File: config.mk
export PLATFORM = sky130hd
export DESIGN_NAME = chain_counter_with_endstops_unit_flat
export DESIGN_NICKNAME = d
export VERILOG_FILES = /design/src/hw/rtl/ccwe_pkg.sv /design/src/hw/rtl/ccwe_req_if.sv /design/src/hw/rtl/ccwe_rsp_if.sv /design/src/hw/rtl/ccwe_core.sv /design/src/hw/rtl/chain_counter_with_endstops_unit.sv /design/src/flat_wrapper.sv
export VERILOG_INCLUDE_DIRS = /design/src /design/src/hw/rtl
export SDC_FILE = /design/constraint.sdc
export NUM_CORES = 1
export LEC_CHECK = 0
export BUFFER_PORTS_ARGS = -buffer_cell sky130_fd_sc_hd__buf_2
export CORE_MARGIN = 10
export CORE_UTILIZATION = 40
export DETAILED_ROUTE_END_ITERATION = 12
export SYNTH_ARGS = -nofsm -noshare
export SYNTH_HDL_FRONTEND = slang
export SYNTH_HIERARCHICAL = 1
export SYNTH_SLANG_ARGS = --single-unit
File: constraint.sdc
create_clock -name clock -period 7.55 [get_ports clock]
set_input_delay 1.51 -clock clock [delete_from_list [all_inputs] [get_ports clock]]
set_output_delay 1.51 -clock clock [all_outputs]
set_load 0.1 [all_outputs]
File: src/hw/rtl/chain_counter_with_endstops_unit_macros.svh
// Assertion macros used by the chain counter core RTL.
// No dependencies; include by bare file name where assertions are written.
`ifndef CHAIN_COUNTER_WITH_ENDSTOPS_UNIT_MACROS_SVH
`define CHAIN_COUNTER_WITH_ENDSTOPS_UNIT_MACROS_SVH

// Same-cycle implication, disabled during reset
`define CCWE_ASSERT_NOW(label, clk, rst, ante, cons) \
   label: assert property (@(posedge clk) disable iff (rst) (ante) |-> (cons)) \
      else $error("chain counter check failed");

// Next-cycle implication, disabled during reset
`define CCWE_ASSERT_NEXT(label, clk, rst, ante, cons) \
   label: assert property (@(posedge clk) disable iff (rst) (ante) |=> (cons)) \
      else $error("chain counter check failed");

`endif

File: src/hw/rtl/ccwe_pkg.sv
// Shared types and codes for the chain counter with endstops.
// No dependencies; used by the core, the top level and the testbench.
package ccwe_pkg;

   // CSR port geometry
   localparam int CSR_IDX_W  = 1;
   localparam int CSR_DATA_W = 15;
   localparam int LIMIT_W    = 15;
   localparam int OUT_CNT_W  = 16;

   localparam logic [CSR_IDX_W-1:0] CSR_QUAD_MODE   = 1'd0;
   localparam logic [CSR_IDX_W-1:0] CSR_COUNT_LIMIT = 1'd1;

   // Command codes
   localparam logic [2:0] CMD_STOP      = 3'd0;
   localparam logic [2:0] CMD_UP        = 3'd1;
   localparam logic [2:0] CMD_DOWN      = 3'd2;
   localparam logic [2:0] CMD_FORCE_UP  = 3'd3;
   localparam logic [2:0] CMD_FORCE_DWN = 3'd4;

   // Drive codes as seen on the result channel
   typedef enum logic [1:0] {
      DRV_STOP = 2'd0,
      DRV_UP   = 2'd1,
      DRV_DOWN = 2'd2,
      DRV_ERR  = 2'd3
   } drive_type;

   typedef struct packed {
      logic       action;
      logic       enc_a;
      logic       enc_b;
      logic [2:0] command;
   } req_item_type;

   typedef struct packed {
      logic [1:0]                  drive;
      logic signed [OUT_CNT_W-1:0] chain_count;
      logic                        forced;
   } rsp_item_type;

   typedef struct packed {
      logic               quad_mode;
      logic [LIMIT_W-1:0] count_limit;
   } cfg_type;

endpackage

File: src/hw/rtl/ccwe_req_if.sv
// Request channel of the chain counter: valid/ready plus one input item.
// Depends on nothing but the handshake convention.
interface ccwe_req_if;
   logic       valid;
   logic       ready;
   logic       action;
   logic       enc_a;
   logic       enc_b;
   logic [2:0] command;

   modport source (output valid, action, enc_a, enc_b, command, input ready);
   modport sink   (input valid, action, enc_a, enc_b, command, output ready);
endinterface

File: src/hw/rtl/ccwe_rsp_if.sv
// Response channel of the chain counter: valid/ready plus one result item.
// Depends on nothing but the handshake convention.
interface ccwe_rsp_if;
   logic               valid;
   logic               ready;
   logic [1:0]         drive;
   logic signed [15:0] chain_count;
   logic               forced;

   modport source (output valid, drive, chain_count, forced, input ready);
   modport sink   (input valid, drive, chain_count, forced, output ready);
endinterface

File: src/hw/rtl/ccwe_core.sv
// Counter state and per-item update: encoder decode, saturation, endstops.
// Depends on ccwe_pkg and the assertion macro header.
`include "chain_counter_with_endstops_unit_macros.svh"

module ccwe_core #(
   parameter int COUNT_WIDTH = 16
) (
   input  logic                   clock,
   input  logic                   reset,
   input  logic                   fire,
   input  ccwe_pkg::req_item_type item,
   input  ccwe_pkg::cfg_type      cfg,
   output ccwe_pkg::rsp_item_type result
);
   import ccwe_pkg::*;

   localparam int CMP_W = ((COUNT_WIDTH > LIMIT_W) ? COUNT_WIDTH : LIMIT_W) + 1;
   localparam logic signed [COUNT_WIDTH-1:0] CNT_MAX = {1'b0, {(COUNT_WIDTH-1){1'b1}}};
   localparam logic signed [COUNT_WIDTH-1:0] CNT_MIN = {1'b1, {(COUNT_WIDTH-1){1'b0}}};

   logic signed [COUNT_WIDTH-1:0] count_ff, count_in, stepped, check_cnt;
   logic                          prev_a_ff, prev_a_in, prev_b_ff, prev_b_in;
   drive_type                     drive_ff, drive_in, dir, cmd_dir;
   logic                          force_ff, force_in, cmd_force;
   logic                          a_edge, b_edge, inc, dec, at_floor, at_ceil, blocked;
   logic signed [CMP_W-1:0]       cnt_ext, lim_ext;

   // Decode encoder edges into a count step
   always_comb begin
      a_edge = item.enc_a ^ prev_a_ff;
      b_edge = item.enc_b ^ prev_b_ff;
      if (cfg.quad_mode) begin
         inc = (a_edge && (item.enc_a == item.enc_b)) ||
               (b_edge && (item.enc_a != item.enc_b));
         dec = (a_edge && (item.enc_a != item.enc_b)) ||
               (b_edge && (item.enc_a == item.enc_b));
      end else begin
         inc = a_edge && (drive_ff != DRV_UP) && !item.enc_a;
         dec = a_edge && (drive_ff == DRV_UP) && item.enc_a;
      end
   end

   // Step with saturation at the signed range
   always_comb begin
      stepped = count_ff;
      if (inc && !dec && (count_ff != CNT_MAX)) begin
         stepped = count_ff + COUNT_WIDTH'(1);
      end else if (dec && !inc && (count_ff != CNT_MIN)) begin
         stepped = count_ff - COUNT_WIDTH'(1);
      end
   end

   // Decode drive commands
   always_comb begin
      unique case (item.command)
         CMD_UP: begin
            cmd_dir   = DRV_UP;
            cmd_force = 1'b0;
         end
         CMD_DOWN: begin
            cmd_dir   = DRV_DOWN;
            cmd_force = 1'b0;
         end
         CMD_FORCE_UP: begin
            cmd_dir   = DRV_UP;
            cmd_force = 1'b1;
         end
         CMD_FORCE_DWN: begin
            cmd_dir   = DRV_DOWN;
            cmd_force = 1'b1;
         end
         default: begin
            cmd_dir   = DRV_STOP;
            cmd_force = 1'b0;
         end
      endcase
   end

   // Select next state, then run the endstop check on it
   always_comb begin
      if (item.action) begin
         count_in  = count_ff;
         prev_a_in = prev_a_ff;
         prev_b_in = prev_b_ff;
         force_in  = cmd_force;
         dir       = cmd_dir;
      end else begin
         count_in  = stepped;
         prev_a_in = item.enc_a;
         prev_b_in = item.enc_b;
         force_in  = force_ff;
         dir       = drive_ff;
      end
      check_cnt = count_in;
      cnt_ext   = CMP_W'(check_cnt);
      lim_ext   = $signed(CMP_W'(cfg.count_limit));
      at_floor  = check_cnt[COUNT_WIDTH-1] || (check_cnt == '0);
      at_ceil   = cnt_ext >= lim_ext;
      blocked   = !force_in && (((dir == DRV_UP) && at_floor) ||
                                ((dir == DRV_DOWN) && at_ceil));
      drive_in  = blocked ? DRV_ERR : dir;
   end

   // Result of this item, as the state stands after it
   always_comb begin
      result.drive       = drive_in;
      result.chain_count = OUT_CNT_W'(count_in);
      result.forced      = force_in;
   end

   // Commit state on each processed item
   always_ff @(posedge clock) begin
      if (reset) begin
         count_ff  <= '0;
         prev_a_ff <= 1'b0;
         prev_b_ff <= 1'b0;
         drive_ff  <= DRV_STOP;
         force_ff  <= 1'b0;
      end else if (fire) begin
         count_ff  <= count_in;
         prev_a_ff <= prev_a_in;
         prev_b_ff <= prev_b_in;
         drive_ff  <= drive_in;
         force_ff  <= force_in;
      end
   end

   `CCWE_ASSERT_NOW(a_forced_moving, clock, reset, force_ff,
      (drive_ff == DRV_UP) || (drive_ff == DRV_DOWN))
   `CCWE_ASSERT_NEXT(a_cmd_holds_count, clock, reset, fire && item.action,
      $stable(count_ff))
   `CCWE_ASSERT_NEXT(a_count_unit_step, clock, reset, fire,
      (count_ff == $past(count_ff)) ||
      (count_ff == $past(count_ff) + COUNT_WIDTH'(1)) ||
      (count_ff == $past(count_ff) - COUNT_WIDTH'(1)))

endmodule

File: src/hw/rtl/chain_counter_with_endstops_unit.sv
// Top level of the chain counter with endstops: channels, CSRs, item registers.
// Depends on ccwe_pkg, ccwe_req_if, ccwe_rsp_if and ccwe_core.
//
// Use:
//   req_chan carries one item per handshake: action=0 samples encoder lines
//   enc_a/enc_b, action=1 applies a drive command. rsp_chan returns exactly
//   one result item per request item: drive code, chain count and forced flag.
//   Write quadrature_mode (index 0) and count_limit (index 1) through csr_we,
//   csr_index and csr_wdata while no item is in flight.
// Timing:
//   An accepted item goes to the input register, its result to the result
//   register. One item per cycle is sustained while rsp_chan is not stalled;
//   the ccwe_core update is combinational: each item sees the previous result.
// Reset:
//   Synchronous reset clears both item valid flags, the CSRs, the count, the
//   previous encoder levels, the drive (stopped) and the forced flag.
// Stall:
//   While rsp_chan is stalled the result register holds and one more item can
//   still be taken into the input register; req ready then drops until the
//   result is taken.
module chain_counter_with_endstops_unit #(
   parameter int COUNT_WIDTH = 16
) (
   input  logic                               clock,
   input  logic                               reset,
   ccwe_req_if.sink                           req_chan,
   ccwe_rsp_if.source                         rsp_chan,
   input  logic                               csr_we,
   input  logic [ccwe_pkg::CSR_IDX_W-1:0]     csr_index,
   input  logic [ccwe_pkg::CSR_DATA_W-1:0]    csr_wdata
);
   import ccwe_pkg::*;

   logic         s1_valid_ff, s1_valid_in;
   req_item_type s1_item_ff, req_item;
   logic         rsp_valid_ff, rsp_valid_in;
   rsp_item_type rsp_item_ff, core_result;
   cfg_type      cfg_ff;
   logic         fire, req_take;

   // Handshake control
   assign fire           = s1_valid_ff && (!rsp_valid_ff || rsp_chan.ready);
   assign req_chan.ready = !s1_valid_ff || fire;
   assign req_take       = req_chan.valid && req_chan.ready;
   assign s1_valid_in    = req_take || (s1_valid_ff && !fire);
   assign rsp_valid_in   = fire || (rsp_valid_ff && !rsp_chan.ready);

   always_comb begin
      req_item.action  = req_chan.action;
      req_item.enc_a   = req_chan.enc_a;
      req_item.enc_b   = req_chan.enc_b;
      req_item.command = req_chan.command;
   end

   always_ff @(posedge clock) begin
      if (reset) begin
         s1_valid_ff  <= 1'b0;
         rsp_valid_ff <= 1'b0;
      end else begin
         s1_valid_ff  <= s1_valid_in;
         rsp_valid_ff <= rsp_valid_in;
      end
   end

   // Capture the item and the result
   always_ff @(posedge clock) begin
      if (req_take) begin
         s1_item_ff <= req_item;
      end
      if (fire) begin
         rsp_item_ff <= core_result;
      end
   end

   // Write configuration registers
   always_ff @(posedge clock) begin
      if (reset) begin
         cfg_ff <= '0;
      end else if (csr_we) begin
         unique case (csr_index)
            CSR_QUAD_MODE:   cfg_ff.quad_mode   <= csr_wdata[0];
            CSR_COUNT_LIMIT: cfg_ff.count_limit <= csr_wdata[LIMIT_W-1:0];
            default: ;
         endcase
      end
   end

   ccwe_core #(
      .COUNT_WIDTH(COUNT_WIDTH)
   ) u_core (
      .clock (clock),
      .reset (reset),
      .fire  (fire),
      .item  (s1_item_ff),
      .cfg   (cfg_ff),
      .result(core_result)
   );

   // Drive the result channel
   assign rsp_chan.valid       = rsp_valid_ff;
   assign rsp_chan.drive       = rsp_item_ff.drive;
   assign rsp_chan.chain_count = rsp_item_ff.chain_count;
   assign rsp_chan.forced      = rsp_item_ff.forced;

endmodule

File: src/flat_wrapper.sv
// flat-port wrapper written by rule: the top's interface ports become plain ports
module chain_counter_with_endstops_unit_flat import ccwe_pkg::*;
#(
   parameter int COUNT_WIDTH = 16
)
  (clock, reset, csr_we, csr_index, csr_wdata, req_chan_valid, req_chan_action, req_chan_enc_a, req_chan_enc_b, req_chan_command, req_chan_ready, rsp_chan_valid, rsp_chan_drive, rsp_chan_chain_count, rsp_chan_forced, rsp_chan_ready);
  ccwe_req_if req_chan_i ();
  ccwe_rsp_if rsp_chan_i ();
  input  logic clock;
  input  logic reset;
  input  logic csr_we;
  input  logic [ccwe_pkg::CSR_IDX_W-1:0] csr_index;
  input  logic [ccwe_pkg::CSR_DATA_W-1:0] csr_wdata;
  input wire logic [$bits(req_chan_i.valid)-1:0] req_chan_valid;
  input wire logic [$bits(req_chan_i.action)-1:0] req_chan_action;
  input wire logic [$bits(req_chan_i.enc_a)-1:0] req_chan_enc_a;
  input wire logic [$bits(req_chan_i.enc_b)-1:0] req_chan_enc_b;
  input wire logic [$bits(req_chan_i.command)-1:0] req_chan_command;
  output wire logic [$bits(req_chan_i.ready)-1:0] req_chan_ready;
  output wire logic [$bits(rsp_chan_i.valid)-1:0] rsp_chan_valid;
  output wire logic [$bits(rsp_chan_i.drive)-1:0] rsp_chan_drive;
  output wire logic [$bits(rsp_chan_i.chain_count)-1:0] rsp_chan_chain_count;
  output wire logic [$bits(rsp_chan_i.forced)-1:0] rsp_chan_forced;
  input wire logic [$bits(rsp_chan_i.ready)-1:0] rsp_chan_ready;
  assign req_chan_i.valid = req_chan_valid;
  assign req_chan_i.action = req_chan_action;
  assign req_chan_i.enc_a = req_chan_enc_a;
  assign req_chan_i.enc_b = req_chan_enc_b;
  assign req_chan_i.command = req_chan_command;
  assign req_chan_ready = req_chan_i.ready;
  assign rsp_chan_valid = rsp_chan_i.valid;
  assign rsp_chan_drive = rsp_chan_i.drive;
  assign rsp_chan_chain_count = rsp_chan_i.chain_count;
  assign rsp_chan_forced = rsp_chan_i.forced;
  assign rsp_chan_i.ready = rsp_chan_ready;
  chain_counter_with_endstops_unit #(.COUNT_WIDTH(COUNT_WIDTH)) u_core (.clock(clock), .reset(reset), .req_chan(req_chan_i), .rsp_chan(rsp_chan_i), .csr_we(csr_we), .csr_index(csr_index), .csr_wdata(csr_wdata));
endmodule
## Yosys cells after proc, flatten, opt, wreduce, memory -nomap -nowiden

Index checks and enable logic that the tools add are counted.

| word-level totals | value |
|---|---|
| output and inout port bits | 21 |
| register bits after elaboration | 64 |

| operators by class | value |
|---|---|
| reductions and logical operators | 42 |
| bitwise logic cells | 4 |
| eq/ne operators | 12 |
| mux-type cells | 10 |
| add/subtract/negate cells | 2 |
| order comparisons | 1 |

Operators by type and width:

| kind | count |
|---|---|
| two-way mux 16 bit | 3 |
| inequality test 16 bit, second input constant | 2 |
| logical AND 1 bit | 19 |
| adder 16 x 2 -> 16 bit, second input constant | 1 |
| >= comparator 16 bit | 1 |
| logical NOT 16 bit | 1 |
| subtractor 16 x 2 -> 16 bit, second input constant | 1 |
| logical NOT 1 bit | 8 |
| logical OR 1 bit | 8 |
| equality test 3 x 2 -> 1 bit, second input constant | 2 |
| AND reduction 2 bit | 3 |
| OR reduction 2 bit | 3 |
| equality test 2 x 1 -> 1 bit, second input constant | 2 |
| two-way mux 1 bit | 4 |
| two-way mux 2 bit | 2 |
| one-hot mux 2 bit (2 select lines) | 1 |
| equality test 3 x 1 -> 1 bit, second input constant | 1 |
| equality test 3 bit, second input constant | 1 |
| equality test 2 bit, second input constant | 1 |
| inequality test 2 x 1 -> 1 bit, second input constant | 1 |
| inverter 1 bit | 2 |
| XOR 1 bit | 2 |
| equality test 1 bit | 1 |
| inequality test 1 bit | 1 |

## Logic depth before layout (Yosys ltp)

| logic depth | value |
|---|---|
| depth after elaboration | 16 |
| mapped depth | 16 |
| depth with buffers taken out | 16 |

## Modules after synthesis

Netlist, hierarchy kept.

Modules (own cells, without submodules):

| module | area an instance (um^2) | instances | sequential area each (um^2) | cells each |
|---|---|---|---|---|
| ccwe_core | 2,442.3 | 1 | 420.4 | 321 |
| chain_counter_with_endstops_unit | 1,659.1 | 1 | 1,111.1 | 108 |

## Worst setup path before layout

No wires, ideal clock.

| timing path | value |
|---|---|
| kind | input port to output port |
| from | in rsp_chan_ready |
| to | out req_chan_ready |
| arrival time | 2.332 ns |
| path slack | 3.708 ns |
| cell stages on the path | 1 |
| cells stage by stage | nand3b_1 |

| between the ends | value |
|---|---|
| cells in the longest elaborated chain, start to end | 3 |

Ends and longest elaborated chain:

| item | line | text |
|---|---|---|
| start, declared | flat_wrapper.sv:24 | `input wire logic [$bits(rsp_chan_i.ready)-1:0] rsp_chan_ready;` |
| logical OR 1 bit | chain_counter_with_endstops_unit.sv:42 | `assign fire = s1_valid_ff && (!rsp_valid_ff \|\| rsp_chan.ready);` |
| logical AND 1 bit | chain_counter_with_endstops_unit.sv:42 |  |
| logical OR 1 bit | chain_counter_with_endstops_unit.sv:43 | `assign req_chan.ready = !s1_valid_ff \|\| fire;` |
| end, declared | flat_wrapper.sv:19 | `output wire logic [$bits(req_chan_i.ready)-1:0] req_chan_ready;` |

Every way passes these cells.

==> key figures <==
Clock network
  – Setup Buffers After CTS: 0
  – Clk_lat worst skew: roughly 0.33 ns
  – Number of gates resized after cts: 0
  – CTS Buffer Depth: 2
  – H-tree Lvls: 3
  – Clock Tree Root: clkbuf_8
  – CTS tree: yes
  – Clock slew at reported path FFs: ~0.070 ns
  – CTS Buf Count: 9
  – Cts-stage hold buffer count: 0
  – Total clock sinks: 64

Setup path
  – Most used cell, CP: a21o_1
  – Crit path largest cell delay: between 0.6 and 0.7 ns
  – Crit Path Max Fanout: 13
  – Worst path slowest cell: dfxtp_1
  – Critical Path, Cell by Cell: and4_1 > nand4_1 > a32oi_2 > xnor2_1 > ha_1 > nand2b_1 > a21o_1 > a21o_1 > a21o_1 > a21oi_1 > o21ai_0 > a21oi_1 > o21ai_0
  – Startpoint types: flip-flop
  – Critical Path RT: between 7 and 8 ns
  – Crit end category: flip-flop
  – Crit path arrival time: approximately 4.0 ns
  – Critical path class: flip-flop to flip-flop

Power and ir drop
  – Power consumption: between 0.8 and 0.9 mW
  – Leak: approximately 1.8 nW
  – Maximum vdd drop: approximately 0.15 mV
  – Pwr Density: roughly 180 nW/um2

GRT
  – Grt peak-use layer: met2
  – Gr usage total: 0.142
  – GR Layer Usage met2: 0.223
  – Grt total ovfl: 0
  – Met3 usage: 0.0354
  – First-pass GRT wire length: around 17 mm
  – Pin count of the biggest net entering global routing: 41
  – Initial antenna violation count: 0
  – Vias in the first global route: 3,237
  – Met1 GRT Util: 0.187

Worst hold path
  – Worst hold path type: flip-flop to flip-flop

Die
  – Overall die width: 121 um
  – Die area: 14,700 um2
  – Chip height: 121 um
  – CORE AREA: 9860 um2
  – Row cnt: 36
  – Initial core utilization: 0.416
  – I/O pin count: 48

Yosys
  – Seq cells post-synth: 64
  – Syn Inst Count: 429
  – Mapped Avg Cell Area: 9.56 um2
  – Post-Syn Nets: between 400 and 500
  – Post-synth EDFFs: 25
  – Yosys cell types: 73
  – Share of the synthesized area in the top cell type: 0.190
  – Sequential share of the synthesized area: 0.373
  – Synth warnings: 6
  – Synthesized area: 4100 um2
  – Area leader, netlist: dfxtp_1
  – Top_reg_cell synth: dfxtp_1
  – Async set or reset register ratio after synthesis: 0
  – Top cells by area, synth: dfxtp_1 19%, edfxtp_1 18%, ha_1 5.5%

Routing
  – Wirelength per Cell: roughly 17 um
  – Via/cell ratio: 5.45
  – Drt drc: 0
  – Drt first-iter violations: a little under 200
  – Vias: approximately 3,300
  – Final WL: around 10 mm
  – Drt pass-1 iters: 5
  – Post-DRT Antenna Nets: 0

Timing
  – Clock skew after layout: ~0.0080 ns
  – Final setup vio count: 0
  – Fin crit share: 0.519
  – Unrepaired setup endpoints after global routing: false
  – Fmax: approximately 260 MHz
  – Max-slew violation count: 0
  – Final worst setup slack: 3.63 ns
  – Endpoints failing hold: 0
  – Hold WS: roughly 0.47 ns
  – Sum of negative setup slack: 0 ns
  – Worst slew margin: 0.380
  – Post-route minimum period: ~3.9 ns
  – Worst-margin pin slew: ~0.93 ns

Place
  – Placed cells: 585
  – IO buf count: 47
  – GPL Wtd Cong: ~0.87
  – Setup WS pre-CTS: about 3.7 ns
  – Detailed placer's ending HPWL: ~7.6 mm

Cells and area
  – Ant diodes: 0
  – Share of cells above drive strength 1: 0.233
  – NumNets Final: roughly 510
  – FILL cells: about 1,000
  – Most common cell after layout, fill and taps aside: buf_2
  – Synthesis-to-layout area growth: 9.30%
  – Finished Layout Cells: 601
  – Commonest non-fill, non-tap cells in the layout: 47 x buf_2, 39 x dfxtp_1, 36 x nor2_1

Run status
  – Status: completed

Job
  – Max-cap check violation count: 0
## worst paths after layout
| kind | cells after the start | slack, ns | start | end |
|---|---|---|---|---|
| worst min-delay path | 2 | 0.47 | u_core/s1_valid_ff | u_core/rsp_chan.valid |
| worst min register to register | 2 | 0.47 | u_core/s1_valid_ff | u_core/rsp_chan.valid |
| worst max register to register | 13 | 3.63 | u_core/u_core/count_ff[8] | u_core/rsp_chan.drive[0] |
| worst max-delay path | 13 | 3.63 | u_core/u_core/count_ff[8] | u_core/rsp_chan.drive[0] |
## per-layer routing
layer	share of wire	up-vias
met1	0.46	1559
li1	-	1619
met2	0.47	90
met4	0.011	0
met5	0	-
met3	0.060	10
## through the flow
step / area (um2) / utilization
2_1_floorplan: 4100 / -
3_3_place_gp: 4300 / 0.436
3_5_place_dp: 4300 / 0.436
4_1_cts: 4480 / 0.454
5_1_grt: 4480 / 0.454
6_report: 4480 / 0.454
## state kept, by name, indices dropped and copies added, names as in the netlist
register and count:
u_core/u_core/prev_a_ff 1, u_core/u_core/drive_ff 2, u_core/u_core/prev_b_ff 1, u_core/rsp_chan.forced 1, u_core/u_core/count_ff 16, u_core/s1_valid_ff 1
u_core/s1_item_ff 6, u_core/cfg_ff 16, u_core/rsp_chan.valid 1, u_core/rsp_chan.drive 2, u_core/u_core/force_ff 1, u_core/rsp_chan.chain_count 16
## power by group
group          internal, mW  switching, mW  total, mW  leakage, nW
Clock                 0.138          0.133      0.270       0.0962
Sequential            0.375         0.0131      0.388        0.563
Combinational        0.0519          0.112      0.164         1.13
## synthesized netlist by cell type, drive strengths merged (2+ instances only)
master,n
or2,3
xnor2,14
edfxtp,25
and2,4
clkbuf,5
or3,4
a211oi,3
nand3,25
o22ai,2
ha,18
and4,6
a21o,6
dfxtp,39
a21oi,33
o21ai,8
and3,5
nand2,24
o22a,2
a32oi,2
a211o,2
nor3,15
a31oi,7
nor4,8
and4b,2
inv,23
mux2i,7
nand4,11
xor2,18
nand2b,9
a21bo,14
or4,4
clkinv,2
nor2,38
buf,21
nor3b,2
## cells by family (layout without fill, tap and decap cells)
family	after synthesis	in the layout	synth area share
AND/OR/NAND/NOR	166	166	0.240
XOR/XNOR	32	32	0.0702
adder cells (fa/ha/maj)	18	18	0.0549
flip-flops	64	64	0.373
AO/OA/AOI/OAI	91	91	0.168
buffers and inverters	51	90	0.0757
multiplexers	7	7	0.0171
## critical path: cells and delay by family, from the launching register on
family | cells | cell delay (ns)
AOI/OAI and AO/OA | 8 | 1.77
and+or+nand+nor | 3 | 0.75
xor gates and xnor gates | 1 | 0.22
adders and majority gates | 1 | 0.27
DFF | 1 | 0.65
## final cells by class
type                            count  area, um2  area share
Clock inverter                      5       28.8     0.00642
Clock buffer                       11        153      0.0340
Inverter                           25       93.8      0.0209
Tap cell                          133        166      0.0371
Sequential cell                    64       1530       0.342
Timing Repair Buffer               49        250      0.0558
Multi-Input combinational cell    314       2260       0.504
No activity file was read; power rests on OpenSTA's default activity.
